==> src/rtl/fwir_pkg.sv <==
`timescale 1ns / 1ps

package fwir_pkg;

    // Default sizing of the queue
    localparam int DEPTH_DEF     = 16;
    localparam int WORD_BITS_DEF = 32;

    // Fixed field widths on the stream ports
    localparam int OP_W      = 2;
    localparam int PAYLOAD_W = 32;
    localparam int POS_W     = 4;
    localparam int COUNT_W   = 5;
    localparam int IN_TDATA_W  = 40;
    localparam int OUT_TDATA_W = 40;

    // Wide enough for any occupancy up to the largest depth (256)
    localparam int OCC_MAX_W = 9;

    typedef enum logic [OP_W-1:0] {
        OP_ENQUEUE = 2'd0,
        OP_REMOVE  = 2'd1,
        OP_PEEK    = 2'd2
    } t_op;

    // Broadcast from the queue control to every cell
    typedef struct packed {
        logic                 enq;       // append at index occ
        logic                 rem;       // close the gap at pos
        logic [POS_W-1:0]     pos;
        logic [OCC_MAX_W-1:0] occ;
    } t_cell_ctrl;

endpackage

==> src/rtl/fwir_cell.sv <==
`timescale 1ns / 1ps

module fwir_cell #(
    parameter int WORD_BITS = fwir_pkg::WORD_BITS_DEF,
    parameter int IDX       = 0
) (
    input  logic                   i_clk,
    input  fwir_pkg::t_cell_ctrl   i_ctrl,
    input  logic [WORD_BITS-1:0]   i_new_word,
    input  logic [WORD_BITS-1:0]   i_next_word,
    output logic [WORD_BITS-1:0]   o_word
);

    localparam logic [fwir_pkg::OCC_MAX_W-1:0] IDX_V  = fwir_pkg::OCC_MAX_W'(IDX);
    localparam logic [fwir_pkg::OCC_MAX_W-1:0] IDX_NX = fwir_pkg::OCC_MAX_W'(IDX + 1);

    logic [WORD_BITS-1:0] r_word;
    logic [WORD_BITS-1:0] n_word;
    logic                 load_new;
    logic                 take_next;

    assign load_new  = i_ctrl.enq && (IDX_V == i_ctrl.occ);
    // shift forward when at or past the removed slot and a later word exists
    assign take_next = i_ctrl.rem
                    && (IDX_V >= fwir_pkg::OCC_MAX_W'(i_ctrl.pos))
                    && (IDX_NX < i_ctrl.occ);

    always_comb begin
        n_word = r_word;
        if (load_new) begin
            n_word = i_new_word;
        end else if (take_next) begin
            n_word = i_next_word;
        end
    end

    always_ff @(posedge i_clk) begin
        r_word <= n_word;
    end

    assign o_word = r_word;

endmodule

==> src/rtl/fifo_with_indexed_remove_core.sv <==
`timescale 1ns / 1ps
// Channel   Dir  Fields in tdata (lowest bit first)
// s_axis    in   operation[1:0] payload[33:2] position[37:34] zero[39:38]
// m_axis    out  word_out[31:0] found[32] rejected[33] count_after[38:34] zero[39]
//
// One request per cycle: the row of cells updates in the accept cycle and the
// result lands in a single output register, so s_axis_tready stays high while
// that register is empty or being taken in the same cycle.
// A stalled m_axis holds the result and blocks new requests until it drains.
// Reset (i_rst_n low, synchronous) empties the queue; slot words are not cleared.

module fifo_with_indexed_remove_core #(
    parameter int DEPTH     = fwir_pkg::DEPTH_DEF,
    parameter int WORD_BITS = fwir_pkg::WORD_BITS_DEF
) (
    input  logic                                i_clk,
    input  logic                                i_rst_n,
    input  logic                                s_axis_tvalid,
    output logic                                s_axis_tready,
    // operation, payload, position, zero fill
    input  logic [fwir_pkg::IN_TDATA_W-1:0]     s_axis_tdata,
    output logic                                m_axis_tvalid,
    input  logic                                m_axis_tready,
    // word_out, found, rejected, count_after, zero fill
    output logic [fwir_pkg::OUT_TDATA_W-1:0]    m_axis_tdata
);

    localparam int OCC_W = $clog2(DEPTH + 1);
    localparam int RD_N  = (DEPTH < (1 << fwir_pkg::POS_W)) ? DEPTH : (1 << fwir_pkg::POS_W);
    localparam int PW    = fwir_pkg::PAYLOAD_W;
    localparam int MW    = fwir_pkg::OCC_MAX_W;

    logic                          s_fire;
    fwir_pkg::t_op                 op;
    logic [PW-1:0]                 in_payload;
    logic [fwir_pkg::POS_W-1:0]    in_pos;
    logic [WORD_BITS-1:0]          new_word;
    logic [WORD_BITS-1:0]          rd_word;
    logic [PW-1:0]                 rd_word_out;
    logic                          pos_ok;
    logic                          enq_ok;
    logic                          rem_ok;
    logic                          hit;
    logic                          full_rej;
    fwir_pkg::t_cell_ctrl          ctrl;
    logic [WORD_BITS-1:0]          cell_q [DEPTH];

    logic [OCC_W-1:0]              r_occ;
    logic [OCC_W-1:0]              n_occ;
    logic                          r_out_valid;
    logic [PW-1:0]                 r_word;
    logic                          r_found;
    logic                          r_rej;
    logic [fwir_pkg::COUNT_W-1:0]  r_count;

    assign s_axis_tready = !r_out_valid || m_axis_tready;
    assign s_fire        = s_axis_tvalid && s_axis_tready;

    assign op         = fwir_pkg::t_op'(s_axis_tdata[fwir_pkg::OP_W-1:0]);
    assign in_payload = s_axis_tdata[fwir_pkg::OP_W +: PW];
    assign in_pos     = s_axis_tdata[fwir_pkg::OP_W + PW +: fwir_pkg::POS_W];

    generate
        if (WORD_BITS >= PW) begin : g_wide
            assign new_word    = WORD_BITS'(in_payload);
            assign rd_word_out = rd_word[PW-1:0];
        end else begin : g_narrow
            assign new_word    = in_payload[WORD_BITS-1:0];
            assign rd_word_out = PW'(rd_word);
        end
    endgenerate

    assign pos_ok   = MW'(in_pos) < MW'(r_occ);
    assign enq_ok   = s_fire && (op == fwir_pkg::OP_ENQUEUE) && (r_occ != OCC_W'(DEPTH));
    assign full_rej = (op == fwir_pkg::OP_ENQUEUE) && (r_occ == OCC_W'(DEPTH));
    assign rem_ok   = s_fire && (op == fwir_pkg::OP_REMOVE) && pos_ok;
    assign hit      = ((op == fwir_pkg::OP_REMOVE) || (op == fwir_pkg::OP_PEEK)) && pos_ok;

    assign ctrl.enq = enq_ok;
    assign ctrl.rem = rem_ok;
    assign ctrl.pos = in_pos;
    assign ctrl.occ = MW'(r_occ);

    generate
        for (genvar gi = 0; gi < DEPTH; gi++) begin : g_cell
            logic [WORD_BITS-1:0] next_w;
            if (gi == DEPTH - 1) begin : g_tail
                assign next_w = '0;
            end else begin : g_mid
                assign next_w = cell_q[gi + 1];
            end
            fwir_cell #(
                .WORD_BITS (WORD_BITS),
                .IDX       (gi)
            ) u_cell (
                .i_clk       (i_clk),
                .i_ctrl      (ctrl),
                .i_new_word  (new_word),
                .i_next_word (next_w),
                .o_word      (cell_q[gi])
            );
        end
    endgenerate

    // position reaches only the first few cells
    always_comb begin
        rd_word = '0;
        for (int i = 0; i < RD_N; i++) begin
            if (fwir_pkg::POS_W'(i) == in_pos) begin
                rd_word = cell_q[i];
            end
        end
    end

    always_comb begin
        n_occ = r_occ;
        if (enq_ok) begin
            n_occ = r_occ + OCC_W'(1);
        end else if (rem_ok) begin
            n_occ = r_occ - OCC_W'(1);
        end
    end

    always_ff @(posedge i_clk) begin
        if (!i_rst_n) begin
            r_occ       <= '0;
            r_out_valid <= 1'b0;
        end else begin
            r_occ <= n_occ;
            if (s_fire) begin
                r_out_valid <= 1'b1;
            end else if (m_axis_tready) begin
                r_out_valid <= 1'b0;
            end
        end
    end

    always_ff @(posedge i_clk) begin
        if (s_fire) begin
            r_word  <= hit ? rd_word_out : '0;
            r_found <= hit;
            r_rej   <= full_rej;
            r_count <= fwir_pkg::COUNT_W'(n_occ);
        end
    end

    assign m_axis_tvalid = r_out_valid;
    assign m_axis_tdata  = {1'b0, r_count, r_rej, r_found, r_word};

endmodule

==> config.mk <==
export PLATFORM = sky130hd
export DESIGN_NAME = fifo_with_indexed_remove_core
export DESIGN_NICKNAME = d
export VERILOG_FILES = /design/src/rtl/fwir_pkg.sv /design/src/rtl/fwir_cell.sv /design/src/rtl/fifo_with_indexed_remove_core.sv
export SDC_FILE = /design/constraint.sdc
export NUM_CORES = 1
export LEC_CHECK = 0
export BUFFER_PORTS_ARGS = -buffer_cell sky130_fd_sc_hd__buf_2
export CAP_MARGIN = 40
export CORE_UTILIZATION = 39
export CTS_CLUSTER_DIAMETER = 120
export DETAILED_ROUTE_END_ITERATION = 6
export PLACE_DENSITY = 0.51
export SLEW_MARGIN = 10
export SYNTH_ARGS = -nofsm -noshare
export SYNTH_HDL_FRONTEND = slang
export SYNTH_HIERARCHICAL = 1
export SYNTH_SLANG_ARGS = --single-unit
==> constraint.sdc <==
create_clock -name i_clk -period 7.7 [get_ports i_clk]
set_clock_uncertainty 0.05 [all_clocks]
set_input_delay 1.155 -clock i_clk [delete_from_list [all_inputs] [get_ports i_clk]]
set_output_delay 1.155 -clock i_clk [all_outputs]
set_load 0.02 [all_outputs]
==> impl_metrics.csv <==
group,metric,value,unit
place,place_congestion,0.770,
final_layout,fillers,7158,
logic_synthesis,syn_avg_cell_area,14.9,um^2
sta,worst_pin_slew,862,ps
detailed_routing,drc,0,
power_and_ir_drop,power,6.94,mW
final_layout,regArea,16700,um^2
power_and_ir_drop,switching_share,24.4,%
cts,cts.path.max_buffers,3,
global_routing,gr-total-overflow,0,
hold_path,worstHoldPathType,"reg2reg",
floorplanning,die_y,285,um
place,hpwl,55.7,mm
logic_synthesis,synthTopCellsByArea,"edfxtp_1 53%, mux2_4 15%, mux2_2 7.5%",
logic_synthesis,synth_top_cell_area_share,53.0,%
power_and_ir_drop,max-vdd-ir-drop,0.117,mV
logic_synthesis,synth_seq_cells,557,
sta,fmax,0.235,GHz
final_layout,fin_nets,2306,
run_status,status,"completed",
logic_synthesis,async_reset_ff_share,0,%
final_layout,area_delta_synth_final,12.1,%
cts,numCtsBuffers,67,
detailed_routing,drtAntennaViolNets,0,
detailed_routing,vias,18700,
floorplanning,ioPinCount,86,
cts,cts.sinks,557,
logic_synthesis,synthCells,2092,
logic_synthesis,synthFlopType,"edfxtp_1",
floorplanning,rows,103,
detailed_routing,routed_via_density,5.56,
global_routing,grt_use_total,20.7,%
floorplanning,initial_core_util,39.5,%
logic_synthesis,post_synth_num_cell_types,89,
sta,holdWs,509,ps
sta,drv_slew,0,
cts,cts.repair.resized,0,
worst_setup_path,cp.required,7900,ps
logic_synthesis,yosys-top-cells-count,"551 x edfxtp_1, 319 x mux2_4, 208 x mux2_2, 103 x o21ai_0, 85 x nor2_1",
sta,maxSlewHeadroom,42.5,%
power_and_ir_drop,intPower,5.25,mW
cts,postCtsSetupBuffers,0,
detailed_routing,drtIter0Drc,1562,
logic_synthesis,ys_seq_area_share,53.4,%
logic_synthesis,yosysMostFrequentCell,"edfxtp_1",
sta,setup_tns,0,ps
power_and_ir_drop,total_leakage_power,13.3,nW
sta,period_minus_slack,4250,ps
global_routing,antenna_found_initial,5,
worst_setup_path,cp_slowest_cell,"inv_1",
worst_setup_path,crit_chain,"buf_2, inv_1, ha_1, nand2_1, nor2_1, nand2_1, inv_1, nand4b_1, nor4_4, buf_4, a31o_2, buf_4",
cts,root_buffer,"clkbuf_16",
worst_setup_path,arrival,4460,ps
sta,setup_viol,0,
detailed_routing,drtPass1Iterations,5,
cts,clock_latency,600,ps
sta,hold_viol,0,
logic_synthesis,yosys.area.top_type,"edfxtp_1",
final_layout,multi_input_area,13900,um^2
cts,clkTransAtPathRegs,60,ps
sta,rsz0062_at_grt,"no",
worst_setup_path,cp-end-kind,"register",
worst_setup_path,max_stage_delay,600,ps
power_and_ir_drop,power_frac_seq,48.5,%
cts,cts_tree,"built",
detailed_routing,wl_per_cell,25.4,um
worst_setup_path,path_class,"in2reg",
global_routing,grt_pass1_wl,128,mm
cts,hold_buffers,0,
global_routing,grt_max_degree,108,
power_and_ir_drop,clkPwrFrac,43.1,%
final_layout,final_layout_size_suffix_gt1_share,36.5,%
logic_synthesis,synth_area,31200,um^2
place,io_buffers,82,
floorplanning,dieArea,81200,um^2
power_and_ir_drop,pwr_density_cell,198,nW/um^2
worst_setup_path,worstPathBufferInverterCount,5,
power_and_ir_drop,p_sw,1.69,mW
logic_synthesis,synth_warnings,6,
logic_synthesis,synth_edf_count,551,
detailed_routing,postRouteWirelength,85.1,mm
sta,finalCritPeriodShare,55.2,%
floorplanning,core,79100,um^2
worst_setup_path,start_kind,"input pin",
worst_setup_path,worstPathMaxFanout,33,
floorplanning,die_x,285,um
worst_setup_path,cp_top_family,"buffers and inverters",
power_and_ir_drop,combPwrFrac,8.4,%
cts,htreeDepth,3,
flow_run,cap_violations,0,
global_routing,grt_pass1_vias,19100,
==> cell usage in the layout, fill, tap and decap left out, types with 10 or more instances in the layout <==
master | netlist | final
edfxtp_1 | 551 | 551
mux4_2 | 17 | 17
nand2_1 | 63 | 62
a21oi_1 | 53 | 53
o2bb2ai_1 | 11 | 11
a32oi_1 | 19 | 19
a31oi_1 | 11 | 11
nor4_4 | 10 | 10
buf_4 | 13 | 45
buf_2 | 40 | 79
nor2_1 | 85 | 85
conb_1 | 1 | 101
nor2b_1 | 14 | 13
a211oi_1 | 11 | 11
and3_1 | 11 | 11
o22ai_1 | 36 | 36
nand3_1 | 15 | 15
mux2i_1 | 77 | 77
mux2_4 | 319 | 319
mux2_2 | 208 | 208
or4_1 | 12 | 12
nand3b_1 | 35 | 35
o21ai_0 | 103 | 92
inv_1 | 31 | 31
o21ai_4 | 0 | 11
clkinv_1 | 0 | 13
o221ai_1 | 11 | 11
o211ai_1 | 19 | 19
nand2b_1 | 19 | 17
a2bb2oi_1 | 15 | 15
clkbuf_1 | 35 | 18
clkbuf_16 | 0 | 69
==> registers in the layout, summed over array words and instances, names as in the netlist <==
| register | count |
|---|---|
| g_cell.u_cell/o_word | 512 |
| m_axis_tvalid | 1 |
| r_occ | 5 |
| r_rej | 1 |
| r_count | 5 |
| r_word | 32 |
| r_found | 1 |
==> through the flow <==
| step | instances | utilization, % | setup WS (ps) | area, um^2 |
|---|---|---|---|---|
| 6_report | 3355 | 44.2 | 3450 | 35000 |
| 5_1_grt | 3354 | 44.2 | 3190 | 35000 |
| 4_1_cts | 3353 | 44.2 | 3440 | 35000 |
| 3_5_place_dp | 3236 | 41.7 | 2810 | 33000 |
| 3_3_place_gp | 3223 | 41.4 | 2730 | 32800 |
| 2_1_floorplan | 2192 | - | 1750 | 31600 |
==> cells by family (layout without fill, tap and decap cells) <==
family                     count (synthesis)  in the layout  share of synthesized area, %
muxes                                    630            630                          27.2
and+or+nand+nor                          348            348                          7.32
DFF                                      557            557                          53.4
xor gates and xnor gates                   2              2                        0.0561
other                                      1            103                        0.0120
adders and majority gates                  7              7                         0.280
buffers and inverters                    174            285                          3.73
AOI/OAI and AO/OA                        373            373                          8.04
==> final timing paths <==
kind	start	endpoint	slack, ps	cells after the start
worst max-delay path	s_axis_tdata[1]	g_cell[12].u_cell/o_word[29]	3450	12
worst min-delay path	g_cell[11].u_cell/o_word[23]	g_cell[10].u_cell/o_word[23]	510	1
worst max register to register	r_occ[0]	g_cell[12].u_cell/o_word[29]	3550	12
worst min register to register	g_cell[11].u_cell/o_word[23]	g_cell[10].u_cell/o_word[23]	510	1
==> metal layers <==
layer / GRT usage (%) / share of wire, %
met1: 30.7 / 48
met2: 31.6 / 45
met3: 3.03 / 5.1
met4: 5.71 / 2.0
met5: 0 / 0.011
==> area by class of cell <==
cell class,count,area share [%]
antenna,2,0.0143
clock inverter,30,0.633
clock buffer,87,5.12
multi-input combinational,1461,39.7
tap,1050,3.75
timing repair buffer,137,2.83
inverter,31,0.332
sequential,557,47.6
==> power groups by stage <==
stage	clock network (mW)	logic [mW]	registers (mW)
4_1_cts	3.07	0.577	3.37
3_3_place_gp	0	0.563	3.43
3_5_place_dp	0	0.574	3.43
2_1_floorplan	0	0.311	3.47
5_1_grt	3.17	0.622	3.37
6_report	2.99	0.582	3.37
Note: power is estimated with default switching activity, not from simulation.
